[src/sv/plot_pkg.sv]
// plot_pkg: shared types and constants of the price-level to order translator
// no dependencies; compiled first
`default_nettype none

package plot_pkg;

    localparam int LEVELS  = 64;
    localparam int IDX_W   = $clog2(LEVELS);
    localparam int LIVE_W  = 7;
    localparam int QDEPTH  = 4;
    localparam int QPTR_W  = $clog2(QDEPTH);

    // request codes on the feed channel
    localparam logic [1:0] REQ_LEVEL_UPDATE = 2'd0;
    localparam logic [1:0] REQ_BOOK_RESET   = 2'd1;
    localparam logic [1:0] REQ_SEQ_NOTE     = 2'd2;

    // message kinds on the output channel
    localparam logic [1:0] MSG_CANCEL = 2'd0;
    localparam logic [1:0] MSG_NEW    = 2'd1;
    localparam logic [1:0] MSG_DROP   = 2'd2;

    typedef enum logic [1:0] {
        OP_UPDATE,
        OP_BOOK_RESET,
        OP_SEQ_NOTE
    } op_t;

    typedef struct packed {
        op_t         op;
        logic        side;
        logic [31:0] price;
        logic [31:0] quantity;
        logic        qty_nz;
        logic [63:0] timestamp;
        logic [63:0] seq_num;
    } cmd_t;

endpackage

`default_nettype wire

[src/sv/plot_if.sv]
// plot_if: request and message channels with valid/ready handshake
// depends on nothing but the port widths below
`default_nettype none

interface plot_feed_if;
    logic        valid;
    logic        ready;
    logic [1:0]  req_type;
    logic        side;
    logic [31:0] price_ticks;
    logic [31:0] quantity;
    logic [63:0] timestamp;
    logic [63:0] sequence_req;

    modport source (
        output valid, req_type, side, price_ticks, quantity, timestamp, sequence_req,
        input  ready
    );
    modport sink (
        input  valid, req_type, side, price_ticks, quantity, timestamp, sequence_req,
        output ready
    );
endinterface


`default_nettype wire

[src/sv/plot_front.sv]
// plot_front: accepts feed requests, decodes them into commands, one register stage
// depends on plot_pkg and plot_if
`default_nettype none

module plot_front (
    input  wire logic          clk,
    input  wire logic          rst_n,
    plot_feed_if.sink          feed,
    output plot_pkg::cmd_t     push_data,
    output logic               push_valid,
    input  wire logic          push_ready
);
    import plot_pkg::*;

    logic stage_valid_reg;
    cmd_t stage_reg;
    logic accept;
    logic known;
    cmd_t decoded;

    assign feed.ready = !stage_valid_reg || push_ready;
    assign accept     = feed.valid && feed.ready;

    always_comb
    begin
        decoded.side      = feed.side;
        decoded.price     = feed.price_ticks;
        decoded.quantity  = feed.quantity;
        decoded.qty_nz    = (feed.quantity != 32'd0);
        decoded.timestamp = feed.timestamp;
        decoded.seq_num   = feed.sequence_req;
        known             = 1'b1;
        case (feed.req_type)
            REQ_LEVEL_UPDATE: decoded.op = OP_UPDATE;
            REQ_BOOK_RESET:   decoded.op = OP_BOOK_RESET;
            REQ_SEQ_NOTE:     decoded.op = OP_SEQ_NOTE;
            default:
            begin
                // unknown request type is taken and dropped here
                decoded.op = OP_SEQ_NOTE;
                known      = 1'b0;
            end
        endcase
    end

    always_ff @(posedge clk or negedge rst_n)
    begin
        if (!rst_n)
        begin
            stage_valid_reg <= 1'b0;
        end
        else if (accept)
        begin
            stage_valid_reg <= known;
        end
        else if (push_ready)
        begin
            stage_valid_reg <= 1'b0;
        end
    end

    always_ff @(posedge clk)
    begin
        if (accept)
        begin
            stage_reg <= decoded;
        end
    end

    assign push_valid = stage_valid_reg;
    assign push_data  = stage_reg;

endmodule

`default_nettype wire

[src/flat_wrapper.sv]
// flat-port wrapper written by rule: the top's interface ports become plain ports
module plot_front_flat import plot_pkg::*;
  (clk, rst_n, push_data, push_valid, push_ready, feed_valid, feed_req_type, feed_side, feed_price_ticks, feed_quantity, feed_timestamp, feed_sequence_req, feed_ready);
  plot_feed_if feed_i ();
  input  wire logic clk;
  input  wire logic rst_n;
  output plot_pkg::cmd_t push_data;
  output logic push_valid;
  input  wire logic push_ready;
  input wire logic [$bits(feed_i.valid)-1:0] feed_valid;
  input wire logic [$bits(feed_i.req_type)-1:0] feed_req_type;
  input wire logic [$bits(feed_i.side)-1:0] feed_side;
  input wire logic [$bits(feed_i.price_ticks)-1:0] feed_price_ticks;
  input wire logic [$bits(feed_i.quantity)-1:0] feed_quantity;
  input wire logic [$bits(feed_i.timestamp)-1:0] feed_timestamp;
  input wire logic [$bits(feed_i.sequence_req)-1:0] feed_sequence_req;
  output wire logic [$bits(feed_i.ready)-1:0] feed_ready;
  assign feed_i.valid = feed_valid;
  assign feed_i.req_type = feed_req_type;
  assign feed_i.side = feed_side;
  assign feed_i.price_ticks = feed_price_ticks;
  assign feed_i.quantity = feed_quantity;
  assign feed_i.timestamp = feed_timestamp;
  assign feed_i.sequence_req = feed_sequence_req;
  assign feed_ready = feed_i.ready;
  plot_front u_core (.clk(clk), .rst_n(rst_n), .feed(feed_i), .push_data(push_data), .push_valid(push_valid), .push_ready(push_ready));
endmodule
[config.mk]
export PLATFORM = sky130hd
export DESIGN_NAME = plot_front_flat
export DESIGN_NICKNAME = d
export VERILOG_FILES = /design/src/sv/plot_pkg.sv /design/src/sv/plot_if.sv /design/src/sv/plot_front.sv /design/src/flat_wrapper.sv
export SDC_FILE = /design/constraint.sdc
export NUM_CORES = 1
export LEC_CHECK = 0
export BUFFER_PORTS_ARGS = -buffer_cell sky130_fd_sc_hd__buf_2
export CORE_AREA = 2 2 154 156
export CTS_CLUSTER_SIZE = 24
export DETAILED_ROUTE_END_ITERATION = 12
export DIE_AREA = 0 0 156 158
export GPL_ROUTABILITY_DRIVEN = 0
export SLEW_MARGIN = 30
export SYNTH_ARGS = -nofsm -noshare
export SYNTH_HDL_FRONTEND = slang
export SYNTH_SLANG_ARGS = --single-unit
[constraint.sdc]
create_clock -name clk -period 10.61 [get_ports clk]
set_input_delay 1.5915 -clock clk [delete_from_list [all_inputs] [get_ports clk]]
set_output_delay 1.5915 -clock clk [all_outputs]
set_load 0.01 [all_outputs]
Word level (Yosys, flattened, before mapping). Index checks and enable logic that the tools add are counted.

Muxes and demuxes: 4. Equality and inequality tests: 2. Reductions and logical operators: 7.

Operators by type and width (count): 32-bit nonzero test (1); 2-bit one-hot mux with 2 select lines (1); 1-bit two-way mux (3); 3-bit OR reduction (1); 2-bit by 1-bit equality test with 1-bit output (second input constant) (1); 2-bit equality test (second input constant) (1); 2-bit zero test (1); 2-bit nonzero test (1); 1-bit logical AND (1); 1-bit zero test (1); 1-bit logical OR (1).

Output and inout port bits: 198. Bits in registers: 197. Bits of input ports: 199.

Logic depth before layout (Yosys ltp). Gate-level depths: netlist of run 1.

Depth after elaboration: 4. Gate-level depth with buffers: 3.

Worst setup path after synthesis of run 1. No wires, ideal clock.

Path type: input-to-reg. From: input push_ready. To: register u_core.stage_reg, in the netlist u_core.push_data[0] (enable). Setup time: 0.581 ns. Arrival: 6.280 ns. Cell stages on the path: 2. Required time: 10.029 ns. Slack: 3.749 ns. Cells stage by stage: nand2b_1 and2_1.

Longest elaborated chain between the ends: 2.

Ends and longest elaborated chain: from (decl) (RTL line flat_wrapper.sv:9) `input wire logic push_ready;`; 1-bit logical OR (RTL line plot_front.sv:21) `assign feed.ready = !stage_valid_reg || push_ready;`; 1-bit logical AND (RTL line plot_front.sv:22) `assign accept = feed.valid && feed.ready;`; via u_core.accept (RTL line plot_front.sv:17) `logic accept;`; to (signal assigned) (RTL line plot_front.sv:66) `stage_reg <= decoded;`; to (decl) (RTL line plot_front.sv:16) `cmd_t stage_reg;`.

The timed path passes the listed nets, and every way through them passes these cells. A chain may end at the register's enable or synchronous reset.

Worst setup path after layout of run 1.
From: input push_ready. To: output feed_ready.

Longest elaborated chain between the ends: 1.

Ends and longest elaborated chain: 1-bit logical OR (RTL line plot_front.sv:21); to (decl) (RTL line flat_wrapper.sv:17) `output wire logic [$bits(feed_i.ready)-1:0] feed_ready;`.

No other way between the ends.

==> impl_metrics.ini, run 1 <==
[setup_path]
worst-path-max-fanout = 3
arrival_ns = 2.00
start_kind = primary input
end_kind = primary output
r2r_slack_ns = 8.24
crit_type = in -> out
crit_required_ns = 9.02
r2r_cells = 3

[timing]
max_freq_mhz = 278
setup_slack_ns = 7.02
worstMarginPinSlew_ns = 0.876
setup-tns-final_ns = 0
slew_violations = 0
final.setup_skew_ns = 0.0124
fin_crit_ns = 3.59
hold_violations = 0
setup_viol = 0
fin_crit_sh_pct = 33.9
rsz0062_at_grt = no
slew_headroom_pct = 41.6

[synth]
syn_area_um2 = 6020
ys_warn_count = 0
yosys.area.top_type_share_pct = 97.8
syn-num-nets = 414
ys_seq_area_share_pct = 98.2
yosysMostFrequentCell = edfxtp_1
synth_edf_count = 196
ys_seq_elements = 197
synthFlopType = edfxtp_1
synth_common_cells = edfxtp_1 (196), nor4_1 (7), nand2_1 (3)
synth.area.top_cells = edfxtp_1 (98%), nor4_1 (0.73%), dfrtp_1 (0.42%), nand4_1 (0.21%), nor4_2 (0.21%)
syn_avg_cell_area_um2 = 28.0
synth.distinct_cells = 11
syn_inst = 215
synth_top_area_cell = edfxtp_1
synth-async-reset-ratio_pct = 0.508

[run]
maxCapViolCount = 0

[cells_and_area]
syn_to_final_growth_pct = 48.6
multi_input_area_um2 = 108
layout.nets = 830
fillers = 2130
regArea_um2 = 5910
drive_gt1_share_pct = 66.6

[power_and_ir_drop]
totalPowerFinal_mw = 1.66
p_per_area_nw_per_um2 = 186
leakage_nw = 3.75
vdd_drop_max_v = 0.0000969

[detailed_routing]
drt_pre_antenna_iters = 4
num_vias = 3722
drt-wirelength-per-cell_um = 17.0
wl_um = 15900
drc = 0
drt-initial-drc-count = 175
postRouteAntennaNets = 0
vias_per_cell = 3.97

[clock_tree]
clock-sinks = 197
cts_resized = 0
clk_pin_slew_ns = 0.08
clockRootBuffer = clkbuf_16
htreeDepth = 4
clockBufferDepth = 2
cts_tree = yes
cts_inserted_buffers = 17
ctsHoldBuffers = 0
postCtsSetupRepairBufs = 0
clk_latency_ns = 0.42

[floorplan]
dieWidth_um = 156
die_h_um = 158
die_area_um2 = 24600
rows = 56
initial_core_util_pct = 26.1
core-area_um2 = 23100
pin_count = 397

[global_routing]
grt_antenna_before_repair = 3
grt_use_met1_pct = 13.5
grt_use_total_pct = 12.2
grtUsageMet2_pct = 20.6
globalRoute.totalOverflow = 0
top_usage_layer = met2
grt_pass1_vias = 3784
grt_pass1_wl_um = 21900
grt_max_degree = 80
use_met3_pct = 5.53

[placed_design]
dp_hpwl_um = 12300
dp_slack_ns = 6.85
io_buffer_count = 396

[hold_path]
hold_path_class = reg -> reg
whs_path_depth = 2

[run_status]
status = finished, final reports clean
power by group:
part	internal (mW)	switching, mW	leakage [nW]	total, mW
sequential	0.912	0.0104	1.89	0.922
clock	0.311	0.296	0.272	0.607
combinational	0.0551	0.0767	1.59	0.132
area by class of cell:
class / instances / area share [%]
sequential: 197 / 66.1
timing repair buffer: 398 / 22.4
clock buffer: 20 / 4.88
tap: 290 / 4.06
clock inverter: 12 / 1.34
multi-input combinational: 17 / 1.20
antenna: 3 / 0.0839
final timing paths:
kind | start | to
max | push_ready | feed_ready
min | u_core.push_valid | u_core.push_valid
max reg2reg | u_core.push_valid | u_core.push_data[59]
min reg2reg | u_core.push_valid | u_core.push_valid
max in group asynchronous | rst_n | u_core.push_valid
min in group asynchronous | rst_n | u_core.push_valid
per-layer routing:
| metal | wire length [um] | vias up | part of all wire [%] |
|---|---|---|---|
| met1 | 5960 | 1747 | 37 |
| met3 | 1650 | 18 | 10 |
| met4 | 287 | 2 | 1.8 |
| met2 | 7980 | 240 | 50 |
| met5 | 11 | - | 0.069 |
| li1 | - | 1715 | - |
state kept, by name, summed over array words and instances (netlist names):
name,count
u_core.push_valid,1
u_core.push_data,196
per-stage QoR:
stage,instances,instance area [um^2],utilization (%),hold slack [ns]
floorplan,215,6020,-,0.608
global placement,902,8380,36.3,0.556
detailed placement,902,8380,36.3,0.549
CTS,934,8930,38.8,0.579
global route,935,8940,38.8,0.616
finish,937,8950,38.8,0.574
worst max-delay path, cell delays in order:
cell and delay, ns:
buf_2 0.09, nand2b_1 0.16, buf_2 0.16
logic make-up (layout without fill, tap and decap cells):
kind of cell	Yosys count	count (layout)	share of synthesized area (%)
flip-flops	197	197	98.2
AND/OR/NAND/NOR	17	17	1.75
buffers and inverters	1	430	0.0623
other	0	3	0
placed cells by master (no fill, tap or decap), types with 2 or more instances in the layout:
cell / n
buf_2: 396
edfxtp_1: 196
clkbuf_16: 17
nor4_1: 7
clkinv_4: 6
diode_2: 3
nand2_1: 3
inv_8: 3
clkbuf_1: 3
nand4_1: 2
inv_6: 2
(Power assumes the default switching activity.)
==> inputs of run 2 (changes only) <==
- CORE_AREA: 2 2 154 156 -> 2 2 153 155
- DIE_AREA: 0 0 156 158 -> 0 0 155 157
- clock period: 10.61 -> 3.5 ns (I/O delays scaled with it)
==> impl_metrics.ini, run 2 (synthesis gave the netlist of run 1 again) <==
[global_routing]
grtUsageMet2_pct = 22.0
grt_use_met1_pct = 13.3
grt_antenna_before_repair = 3
globalRoute.totalOverflow = 0
grt_use_total_pct = 12.6
grt_pass1_wl_um = 22400
top_usage_layer = met2
grt_max_degree = 66
grt_pass1_vias = 3996
use_met3_pct = 5.70

[cells_and_area]
layout.nets = 833
layout_commonest_cell = buf_2
final_cell_mix = buf_2 (396), edfxtp_1 (196), clkbuf_16 (17), nor4_1 (7), inv_6 (5)
syn_to_final_growth_pct = 50.1
fillers = 2138
multi_input_area_um2 = 108
fin_util_pct = 40.1
design_area_um2 = 9030
drive_gt1_share_pct = 66.9
regArea_um2 = 5910
largest_register_ffs = 196

[clock_tree]
clockRootBuffer = clkbuf_16
cts_resized = 0
cts_inserted_buffers = 17
cts_tree = yes
htreeDepth = 4
clockBufferDepth = 2
clk_latency_ns = 0.42
clk_pin_slew_ns = 0.08
clock-sinks = 197

[detailed_routing]
postRouteAntennaNets = 0
drt-initial-drc-count = 174
drt-wirelength-per-cell_um = 17.0
vias_per_cell = 4.00
drt_pre_antenna_iters = 4
wl_um = 15800
drc = 0
num_vias = 3738

[timing]
worstMarginPinSlew_ns = 0.662
final.setup_skew_ns = 0.0118
setup_viol = 0
hold_violations = 0
fin_crit_sh_pct = 57.1
setup-tns-final_ns = 0
slew_headroom_pct = 55.9
max_freq_mhz = 500
fin_crit_ns = 2.00
rsz0062_at_grt = no
slew_violations = 0

[power_and_ir_drop]
p_per_area_nw_per_um2 = 572
power.share.clock_pct = 38.1
leakage_nw = 3.79
p_comb_share_pct = 7.9
power.switching_mw = 1.21
pwr-share-seq_pct = 54.1
vdd_drop_max_v = 0.000305
p_sw_share_pct = 23.3
totalPowerFinal_mw = 5.17
intPower_mw = 3.96

[floorplan]
die_h_um = 157
rows = 55
dieWidth_um = 155
core-area_um2 = 22500
pin_count = 397
initial_core_util_pct = 26.8
die_area_um2 = 24300

[placed_design]
io_buffer_count = 396
dpl_cell_area_um2 = 8410
dp_hpwl_um = 12300

[setup_path]
arrival_ns = 2.07
crit_required_ns = 3.57
end_kind = flip-flop
crit_type = reg -> reg
worst-path-max-fanout = 44
start_kind = flip-flop

[hold_path]
hold_path_class = in -> reg

[run]
maxCapViolCount = 0

[run_status]
status = finished, final reports clean
## run 2: through the flow
step	hold WS, ns	std cells	setup slack [ns]
6_report	0.273	934	1.50
3_5_place_dp	0.304	899	1.19
4_1_cts	0.246	932	1.44
3_3_place_gp	0.300	899	1.24
2_1_floorplan	0.229	215	0.940
5_1_grt	0.234	933	1.29
## run 2: layout make-up
type | instances | area share [%]
Sequential cell | 197 | 65.4
Timing Repair Buffer | 401 | 22.7
Clock buffer | 17 | 4.71
Tap cell | 285 | 3.95
Clock inverter | 15 | 2.01
Multi-Input combinational cell | 17 | 1.19
Antenna cell | 2 | 0.0554
## run 2: worst paths after layout
path / to / slack [ns] / start / cells after the start
hold reg to reg: u_core.push_valid / 0.57 / u_core.push_valid / 2
setup / recovery: u_core.push_data[172] / 1.50 / u_core.push_valid / 3
max in group asynchronous: u_core.push_valid / 3.02 / rst_n / 2
setup reg to reg: u_core.push_data[172] / 1.50 / u_core.push_valid / 3
hold / removal: u_core.push_data[188] / 0.27 / feed_price_ticks[27] / 1
min in group asynchronous: u_core.push_valid / 0.40 / rst_n / 2
## run 2: what timing repair did
item	in CTS	in global routing
hold endpoints to repair	1	0
setup buffers	0	0
hold buffers	1	0
## run 2: critical path: stages, from the launching register on
cell	delay [ns]
dfrtp_1	0.38
nand2b_1	0.13
and2_4	0.58
buf_4	0.51
## run 2: power groups by stage
stage | clock network [mW] | registers [mW] | logic [mW]
3_5_place_dp | 0 | 2.85 | 0.415
5_1_grt | 2.14 | 2.81 | 0.442
4_1_cts | 2.04 | 2.80 | 0.416
3_3_place_gp | 0 | 2.84 | 0.409
6_report | 1.97 | 2.79 | 0.407
2_1_floorplan | 0 | 2.93 | 0.0507
## run 2: routing by layer
metal | vias to the layer above | routed length [um]
met5 | - | 7
met4 | 2 | 250
met3 | 16 | 1650
met2 | 232 | 8240
met1 | 1765 | 5700
li1 | 1723 | -
