`config.mk`:
```
export PLATFORM = sky130hd
export DESIGN_NAME = plot_queue
export DESIGN_NICKNAME = d
export VERILOG_FILES = /design/src/sv/plot_pkg.sv /design/src/sv/plot_queue.sv
export SDC_FILE = /design/constraint.sdc
export NUM_CORES = 1
export LEC_CHECK = 0
export BUFFER_PORTS_ARGS = -buffer_cell sky130_fd_sc_hd__buf_2
export CAP_MARGIN = 20
export CORE_ASPECT_RATIO = 1.25
export CORE_MARGIN = 3
export CORE_UTILIZATION = 25
export CTS_CLUSTER_DIAMETER = 120
export DETAILED_ROUTE_END_ITERATION = 8
export GPL_TIMING_DRIVEN = 0
export MAX_ROUTING_LAYER = met4
export PLACE_DENSITY_LB_ADDON = 0.12
export SKIP_LAST_GASP = 1
export SYNTH_ARGS = -nofsm -noshare
export SYNTH_HDL_FRONTEND = slang
export SYNTH_SLANG_ARGS = --single-unit
```
`constraint.sdc`:
```
create_clock -name clk -period 6.7 [get_ports clk]
set_input_delay 1.005 -clock clk [delete_from_list [all_inputs] [get_ports clk]]
set_output_delay 1.005 -clock clk [all_outputs]
set_load 0.01 [all_outputs]
```
`src/sv/plot_pkg.sv`:
```
// plot_pkg: shared types and constants of the price-level to order translator
// no dependencies; compiled first
`default_nettype none

package plot_pkg;

    localparam int LEVELS  = 64;
    localparam int IDX_W   = $clog2(LEVELS);
    localparam int LIVE_W  = 7;
    localparam int QDEPTH  = 4;
    localparam int QPTR_W  = $clog2(QDEPTH);

    // request codes on the feed channel
    localparam logic [1:0] REQ_LEVEL_UPDATE = 2'd0;
    localparam logic [1:0] REQ_BOOK_RESET   = 2'd1;
    localparam logic [1:0] REQ_SEQ_NOTE     = 2'd2;

    // message kinds on the output channel
    localparam logic [1:0] MSG_CANCEL = 2'd0;
    localparam logic [1:0] MSG_NEW    = 2'd1;
    localparam logic [1:0] MSG_DROP   = 2'd2;

    typedef enum logic [1:0] {
        OP_UPDATE,
        OP_BOOK_RESET,
        OP_SEQ_NOTE
    } op_t;

    typedef struct packed {
        op_t         op;
        logic        side;
        logic [31:0] price;
        logic [31:0] quantity;
        logic        qty_nz;
        logic [63:0] timestamp;
        logic [63:0] seq_num;
    } cmd_t;

endpackage

`default_nettype wire

```
`src/sv/plot_queue.sv`:
```
// plot_queue: short command queue between the decode front and the table engine
// depends on plot_pkg
`default_nettype none

module plot_queue (
    input  wire logic          clk,
    input  wire logic          rst_n,
    input  wire logic          push_valid,
    output logic               push_ready,
    input  wire plot_pkg::cmd_t push_data,
    output logic               pop_valid,
    input  wire logic          pop_ready,
    output plot_pkg::cmd_t     pop_data
);
    import plot_pkg::*;

    cmd_t                store_reg [QDEPTH];
    logic [QPTR_W-1:0]   wr_ptr_reg;
    logic [QPTR_W-1:0]   rd_ptr_reg;
    logic [QPTR_W:0]     count_reg;
    logic                do_push;
    logic                do_pop;

    assign push_ready = (count_reg != (QPTR_W+1)'(QDEPTH));
    assign pop_valid  = (count_reg != '0);
    assign do_push    = push_valid && push_ready;
    assign do_pop     = pop_valid && pop_ready;
    assign pop_data   = store_reg[rd_ptr_reg];

    always_ff @(posedge clk or negedge rst_n)
    begin
        if (!rst_n)
        begin
            wr_ptr_reg <= '0;
            rd_ptr_reg <= '0;
            count_reg  <= '0;
        end
        else
        begin
            if (do_push)
            begin
                wr_ptr_reg <= wr_ptr_reg + 1'b1;
            end
            if (do_pop)
            begin
                rd_ptr_reg <= rd_ptr_reg + 1'b1;
            end
            if (do_push && !do_pop)
            begin
                count_reg <= count_reg + 1'b1;
            end
            else if (do_pop && !do_push)
            begin
                count_reg <= count_reg - 1'b1;
            end
        end
    end

    always_ff @(posedge clk)
    begin
        if (do_push)
        begin
            store_reg[wr_ptr_reg] <= push_data;
        end
    end

endmodule

`default_nettype wire

```
# == Word-level counts from Yosys, hierarchy flattened ==
# Memory sizes are Yosys's and may differ from the RTL's.
# Cells that the tools add are included.
# word_totals
register_bits,7
ramBits,784
in_bits,200
wordCells,21
n_memories,1
# mem_list
memory,depth,width,rd,rd_clocked_by_memory_dff,wr,line_no,text
store_reg,4,196,1,0,1,plot_queue.sv:17,cmd_t store_reg [QDEPTH];
# op_classes
add_sub_neg,4
eq_ne,1
mux,4
n_reduce_logical,8
# op_table
cell,count
3-bit 2-to-1 mux,2
"2-bit by 1-bit adder with 2-bit output, second input constant",2
1-bit logical AND,4
"3-bit by 1-bit adder with 3-bit output, second input constant",1
"3-bit inequality test, second input constant",1
3-bit nonzero test,1
"3-bit by 1-bit subtractor with 3-bit output, second input constant",1
1-bit zero test,2
1-bit 2-to-1 mux,2
2-bit nonzero test,1

# == Longest topological paths before layout ==
# Gate-level depths: netlist of run 1.
# depth
ltp_word,6
mapped_depth,8
mapped_depth_nobuf,8

# == Worst setup path after synthesis of run 1 ==
# OpenSTA, ideal clock, no wires.
# synth_path
path_kind,input port to flip-flop
from,input push_valid
to,"memory store_reg[2][0] (netlist bit), enable pin"
setup_time_ns,0.580
t_arrival_ns,5.778
required_ns,6.120
setup_slack_ns,0.342
path_stages,2
n_path_buf,0
cell_sequence,a21boi_2 -> and2_1
# synth_between
elab_chain_len,3
# synth_lines
item,line_no,text
start: declaration,plot_queue.sv:8,"input wire logic push_valid,"
1-bit logical AND,plot_queue.sv:26,assign do_push = push_valid && push_ready;
1-bit 2-to-1 mux,plot_queue.sv:61,if (do_push)
1-bit 2-to-1 mux (implied by the code),plot_queue.sv:63,store_reg[wr_ptr_reg] <= push_data;
end: declaration,plot_queue.sv:17,
# Every way passes these cells.

==> results.py, run 1 <==
metrics = {
    "outcome": {
        "outcome": "complete, no violations",
    },
    "floorplanning": {
        "die_x_um": 309,
        "fp.dieH_um": 385,
        "rows": 138,
        "initial_core_util_pct": 25.3,
        "core_area_um2": 113000,
        "io_pins": 398,
        "dieArea_um2": 119000,
    },
    "setup_path": {
        "cp_cell_sequence": "buf_2, buf_2, buf_2, mux4_2, buf_2",
        "cp_slowest_cell": "buf_2",
        "cpMostUsedCell": "buf_2",
        "r2r-end": "store_reg[0][101]",
        "endpoint_kind": "output port",
        "cp_max_fo": 10,
        "ff2ff_path_depth": 5,
        "arrival_ns": 2.68,
        "rrSetupSlack_ns": 4.12,
        "cp-start-kind": "flop",
        "worstPathRequired_ns": 5.69,
        "critical_path.max_stage_delay_ns": 0.44,
        "worstReg2RegStart": "count_reg[0]",
        "crit_type": "flop to output port",
    },
    "timing": {
        "fmax_mhz": 271,
        "relSlewSlack_pct": 41.3,
        "setup_viol": 0,
        "fin_crit_sh_pct": 55.1,
        "period_needed_ns": 3.69,
        "skew_ns": 0.0155,
        "slew_viol_final": 0,
        "tns_ns": 0,
        "fin_ws_ns": 3.01,
        "rsz0062_at_grt": "false",
        "finalHoldViolations": 0,
        "worst_pin_slew_ns": 0.881,
    },
    "cells_and_area": {
        "fin_nets": 1766,
        "utilization_pct": 31.4,
        "areaGrowthSynthToFinish_pct": 24.1,
        "final_common_cell": "edfxtp_1",
        "largest_register_ffs": 784,
        "drive_gt1_share_pct": 47.2,
        "layout_common_cells": "784 x edfxtp_1, 420 x buf_2, 196 x mux4_2",
        "layout.cells.non_filler": 3110,
    },
    "grt": {
        "antenna_found_initial": 14,
        "grt_pass1_vias": 14300,
        "grt.total_usage_pct": 12.3,
        "grt_max_degree": 49,
        "grt_pass1_wl_mm": 101,
        "globalRouteOverflowTotal": 0,
    },
    "route": {
        "postRouteAntennaNets": 0,
        "routed-via-count": 12900,
        "wl_per_cell_um": 22.7,
        "drc": 0,
        "dr.pass1.iters": 4,
        "wl_mm": 70.6,
        "viasPerCell": 4.16,
        "dr.first_iter.drc_count": 768,
    },
    "placed_design": {
        "preCtsSetupSlack_ns": 3.48,
        "gp_congestion": 0.667,
        "dp_hpwl_mm": 45.7,
        "port_buffers": 397,
        "placed_cells_incl_taps": 2942,
    },
    "cts": {
        "cts.sinks": 791,
        "cts_buffer_depth": 3,
        "cts_buffers": 86,
        "root_buffer": "clkbuf_16",
        "htreeDepth": 3,
        "path_clk_slew_ns": 0.05,
        "cts_setup_buffers": 0,
        "clkLatencyLatePin_ns": 0.66,
        "tritoncts": "done",
        "cts-resized-gates": 0,
        "cts_hold_buffers": 0,
    },
    "power_and_ir_drop": {
        "p_total_mw": 16.1,
        "leakage_nw": 11.8,
        "switching_share_pct": 30.3,
        "clkPwrFrac_pct": 27.6,
        "p_int_mw": 11.2,
        "power_frac_comb_pct": 30.8,
        "p_switching_mw": 4.87,
        "powerDensity_nw_per_um2": 452,
        "irDropWorstVdd_mv": 0.194,
        "p_seq_share_pct": 41.6,
    },
    "logic_synthesis": {
        "mappedNetlistArea_um2": 28700,
        "yosysUniqueCellTypes": 18,
        "ys_ff_latch": 791,
        "syn_nets": 1265,
        "synthCells": 1059,
        "avgSynthCellArea_um2": 27.1,
        "ys_warn_count": 0,
        "synth-seq-area-share_pct": 82.7,
    },
    "worst_hold_path": {
        "hold_path.class": "input port to async pin",
    },
    "run": {
        "drv_cap": 0,
    },
}
## cell usage after synthesis, drive strengths merged
cell / count / area share (%)
a21boi: 1 / 0.039
and2: 4 / 0.087
buf: 38 / 0.99
clkbuf: 6 / 0.079
dfrtp: 7 / 0.61
edfxtp: 784 / 82
fa: 1 / 0.070
ha: 5 / 0.22
inv: 3 / 0.039
mux2: 2 / 0.079
mux4: 196 / 15
nand2: 2 / 0.026
nand3: 1 / 0.017
nor2: 2 / 0.026
or3: 1 / 0.022
xnor2: 4 / 0.12
xor2: 2 / 0.061
## metrics by stage
step / hold WS, ns / cell area [um^2]
global route: 0.142 / 35600
CTS: 0.0964 / 35600
global placement: 0.524 / 32500
finish: 0.193 / 35600
floorplan: 0.493 / 28700
detailed placement: 0.521 / 32900
## logic make-up (layout without fill, tap and decap cells)
| logic type | count (synthesis) | in the layout | share of synthesized area (%) |
|---|---|---|---|
| simple gates | 10 | 10 | 0.179 |
| mux | 198 | 198 | 15.5 |
| buf+inv | 47 | 614 | 1.11 |
| fa+ha+maj | 6 | 6 | 0.288 |
| xor+xnor | 6 | 6 | 0.183 |
| flops | 791 | 791 | 82.7 |
| other cells | 0 | 14 | 0 |
| compound gates | 1 | 1 | 0.0393 |
## worst max-delay path, delay by kind of cell, from the launching register on
kind	cells	cell delay (ns)
buffers and inverters	4	1.30
muxes	1	0.40
DFF	1	0.32
## per-layer routing
metal | vias to the layer above | GRT usage (%) | wire length (um)
li1 | 5654 | - | -
met4 | 0 | 4.82 | 1740
met1 | 6829 | 14.0 | 28100
met3 | 98 | 4.01 | 4900
met2 | 344 | 20.1 | 35900
met5 | - | - | 0
## power by group through the flow
stage                     combinational, mW  clock (mW)  sequential, mW
final                                  4.96        4.44            6.70
after global routing                   5.42        4.84            6.78
after CTS                              5.24        4.65            6.72
after detailed placement               5.23           0            6.82
after global placement                 5.04           0            7.27
after floorplan                        2.89           0            6.97
## cell type report
| type | instances | area [um^2] |
|---|---|---|
| Antenna cell | 14 | 35.0 |
| Inverter | 3 | 11.3 |
| Timing Repair Buffer | 413 | 2430 |
| Buffer | 44 | 307 |
| Clock buffer | 111 | 2280 |
| Clock inverter | 43 | 333 |
| Fill cell | 11000 | 77800 |
| Sequential cell | 791 | 23700 |
| Multi-Input combinational cell | 221 | 4640 |
| Tap cell | 1470 | 1840 |
## worst max-delay path by stage
stage / start / slack [ns] / endpoint / cells past startpoint
final: rd_ptr_reg[1] / 3.01 / pop_data[111] / 5
after global routing: rd_ptr_reg[1] / 2.76 / pop_data[111] / 5
after CTS: rd_ptr_reg[1] / 2.73 / pop_data[111] / 5
after detailed placement: push_valid / 3.48 / store_reg[0][118] / 5
after global placement: push_valid / -4.87 / store_reg[1][125] / 3
after floorplan: push_valid / 0.34 / store_reg[2][0] / 2
(Power assumes the default switching activity.)
==> run 2: changes to the inputs <==
--- a/config.mk
+++ b/config.mk
@@ -5,6 +5,7 @@
 export SDC_FILE = /design/constraint.sdc
 export NUM_CORES = 1
 export LEC_CHECK = 0
+export ABC_AREA = 1
 export BUFFER_PORTS_ARGS = -buffer_cell sky130_fd_sc_hd__buf_2
 export CAP_MARGIN = 20
 export CORE_ASPECT_RATIO = 1.25
==> constraint.sdc (replaced) <==
create_clock -name clk -period 3 [get_ports clk]
set_input_delay 0.45 -clock clk [delete_from_list [all_inputs] [get_ports clk]]
set_output_delay 0.45 -clock clk [all_outputs]
set_load 0.01 [all_outputs]
==> results.py, run 2 <==
metrics = {
    "cells_and_area": {
        "layout_common_cells": "784 x edfxtp_1, 604 x nand2_1, 419 x buf_2",
        "areaGrowthSynthToFinish_pct": 31.3,
        "largest_register_ffs": 784,
        "multi_input_area_um2": 5480,
        "drive_gt1_share_pct": 22.4,
        "final-seq-area_um2": 23700,
        "fin_nets": 3277,
        "n_fill_cell": 12400,
        "final_common_cell": "edfxtp_1",
    },
    "power_and_ir_drop": {
        "clkPwrFrac_pct": 25.4,
        "p_switching_mw": 15.5,
        "power_frac_comb_pct": 38.6,
        "powerDensity_nw_per_um2": 997,
        "switching_share_pct": 37.3,
        "p_int_mw": 26.0,
        "p_seq_share_pct": 36.0,
        "irDropWorstVdd_mv": 0.457,
        "leakage_nw": 16.5,
    },
    "grt": {
        "globalRouteOverflowTotal": 0,
        "grt_pass1_vias": 21400,
        "grt_max_degree": 25,
        "grt_pass1_wl_mm": 144,
        "antenna_found_initial": 16,
        "grt.total_usage_pct": 15.3,
    },
    "cts": {
        "cts.sinks": 791,
        "clkLatencyLatePin_ns": 0.68,
        "tritoncts": "done",
        "path_clk_slew_ns": 0.06,
        "cts_setup_buffers": 0,
        "htreeDepth": 3,
        "cts_buffer_depth": 3,
        "cts_buffers": 89,
        "root_buffer": "clkbuf_16",
    },
    "timing": {
        "slew_viol_final": 0,
        "skew_ns": 0.0192,
        "fin_hold_ws_ns": 0.107,
        "tns_ns": 0,
        "fmax_mhz": 350,
        "period_needed_ns": 2.86,
        "relSlewSlack_pct": 53.9,
        "worst_pin_slew_ns": 0.691,
        "setup_viol": 0,
        "finalHoldViolations": 0,
        "rsz0062_at_grt": "true",
        "fin_crit_sh_pct": 95.2,
    },
    "floorplanning": {
        "initial_core_util_pct": 25.3,
        "die_x_um": 324,
        "fp.dieH_um": 404,
        "dieArea_um2": 131000,
        "io_pins": 398,
        "core_area_um2": 125000,
        "rows": 145,
    },
    "setup_path": {
        "rrSetupSlack_ns": 0.34,
        "worstPathRequired_ns": 2.55,
        "endpoint_kind": "output port",
        "r2r-end": "store_reg[1][104]",
        "cp-start-kind": "flop",
        "crit_type": "flop to output port",
        "cp_max_fo": 10,
        "worstReg2RegStart": "count_reg[1]",
        "arrival_ns": 2.41,
        "ff2ff_path_depth": 9,
    },
    "logic_synthesis": {
        "yosysUniqueCellTypes": 19,
        "mappedNetlistArea_um2": 31700,
        "syn_nets": 2552,
        "ys_ff_latch": 791,
        "synthCells": 2346,
        "ys_top_cells_by_area": "edfxtp_1 74%, o211ai_1 9.1%, nand2_1 7.2%, inv_1 4.8%, buf_6 2.1%",
        "ys_warn_count": 0,
        "synth-edff-count": 784,
        "ys_async_sr_fraction_pct": 0.885,
        "synth-seq-area-share_pct": 74.9,
        "synth_ff_type": "edfxtp_1",
        "avgSynthCellArea_um2": 13.5,
        "yosysMostFrequentCell": "edfxtp_1",
        "yosysTopAreaCell": "edfxtp_1",
        "synth_common_cells": "784 x edfxtp_1, 605 x nand2_1, 406 x inv_1, 382 x o211ai_1, 58 x buf_6",
        "synth_top_cell_area_share_pct": 74.3,
    },
    "placed_design": {
        "dp_hpwl_mm": 65.8,
        "port_buffers": 397,
        "gp_congestion": 0.755,
    },
    "route": {
        "wl_per_cell_um": 20.2,
        "drc": 0,
        "wl_mm": 97.9,
        "viasPerCell": 4.18,
        "postRouteAntennaNets": 0,
        "routed-via-count": 20300,
        "dr.first_iter.drc_count": 1070,
        "dr.pass1.iters": 5,
    },
    "run": {
        "drv_cap": 0,
    },
    "worst_hold_path": {
        "holdPathStages": 3,
        "hold_path.class": "input port to flop",
        "min_from": "push_valid",
        "min_to": "wr_ptr_reg[1]",
    },
    "outcome": {
        "outcome": "complete, no violations",
    },
}
[run 2: changes by cell type after synthesis, sizes merged, moves of 3 or more]
cell    delta
mux4     -196
xnor2      -3
and2       -4
inv      +404
nand2    +603
clkbuf    +19
o211ai   +392
buf       +67
nand3      +6
[run 2: power groups by stage]
stage,logic [mW],clock network (mW),registers [mW]
finish,16.0,10.5,14.9
global route,17.7,11.4,15.1
CTS,16.7,10.9,14.9
detailed placement,16.3,0,15.2
global placement,15.5,0,15.6
floorplan,8.36,0,15.3
[run 2: critical path, stage by stage, from the launching register on]
cell and delay (ns):
dfrtp_1 0.46, inv_2 0.10, buf_6 0.18, buf_6 0.27
buf_4 0.25, nand2_1 0.07, o211ai_1 0.08, nand2_1 0.12
buf_2 0.18
[run 2: metal layers]
| metal | track usage, % | wire [um] | vias up |
|---|---|---|---|
| li1 | - | - | 9718 |
| met1 | 18.3 | 42000 | 9984 |
| met2 | 25.8 | 48300 | 453 |
| met4 | 4.32 | 1980 | 0 |
| met5 | - | 0 | - |
| met3 | 3.60 | 5580 | 104 |
[run 2: worst max path at each step]
| stage | from | endpoint | slack, ns |
|---|---|---|---|
| 2_1_floorplan | count_reg[0] | store_reg[0][0] | -1.0 |
| 3_3_place_gp | push_valid | store_reg[2][109] | -4.42 |
| 3_5_place_dp | rd_ptr_reg[1] | pop_data[118] | 0.27 |
| 4_1_cts | rd_ptr_reg[0] | pop_data[82] | -0.02 |
| 5_1_grt | rd_ptr_reg[0] | pop_data[142] | -0.04 |
| 6_report | rd_ptr_reg[0] | pop_data[118] | 0.14 |
[run 2: timing repair]
action | 4_1_cts | 5_1_grt
pin swaps | 0 | 0
hold buffers | 198 | 0
endpoints found under the hold margin | 792 | 0
gates resized for setup | 34 | 13
endpoints found under the setup margin | 192 | 60
[run 2: per-stage QoR]
step	worst slack [ns]	instance area, um^2	utilization (%)	cells	power [mW]
after floorplan	-0.997	31700	-	2346	23.6
after global placement	-4.42	35800	28.6	4433	31.0
after detailed placement	0.268	36700	29.3	4472	31.5
after CTS	-0.0250	41500	33.1	4835	42.6
after global routing	-0.0376	41600	33.2	4846	44.2
final	0.144	41600	33.2	4847	41.5
[run 2: cell type report]
class / count / share of cell area [%]
inverters: 408 / 3.69
plain buffers: 130 / 2.62
flip-flops and latches: 791 / 57.0
repair buffers: 634 / 11.6
well taps: 1690 / 5.08
clock buffers: 103 / 5.69
clock inverters: 62 / 1.10
multi-input cells: 1017 / 13.2
diodes: 12 / 0.0722
[run 2: logic make-up (layout without fill, tap and decap cells)]
group           count (synthesis)  in the layout  synth area share (%)
simple gates                  617            617                  7.35
buf+inv                       538           1337                  8.02
other cells                     0             12                     0
compound gates                393            393                  9.46
flops                         791            791                  74.9
fa+ha+maj                       6              6                 0.261
xor+xnor                        1              1                0.0277
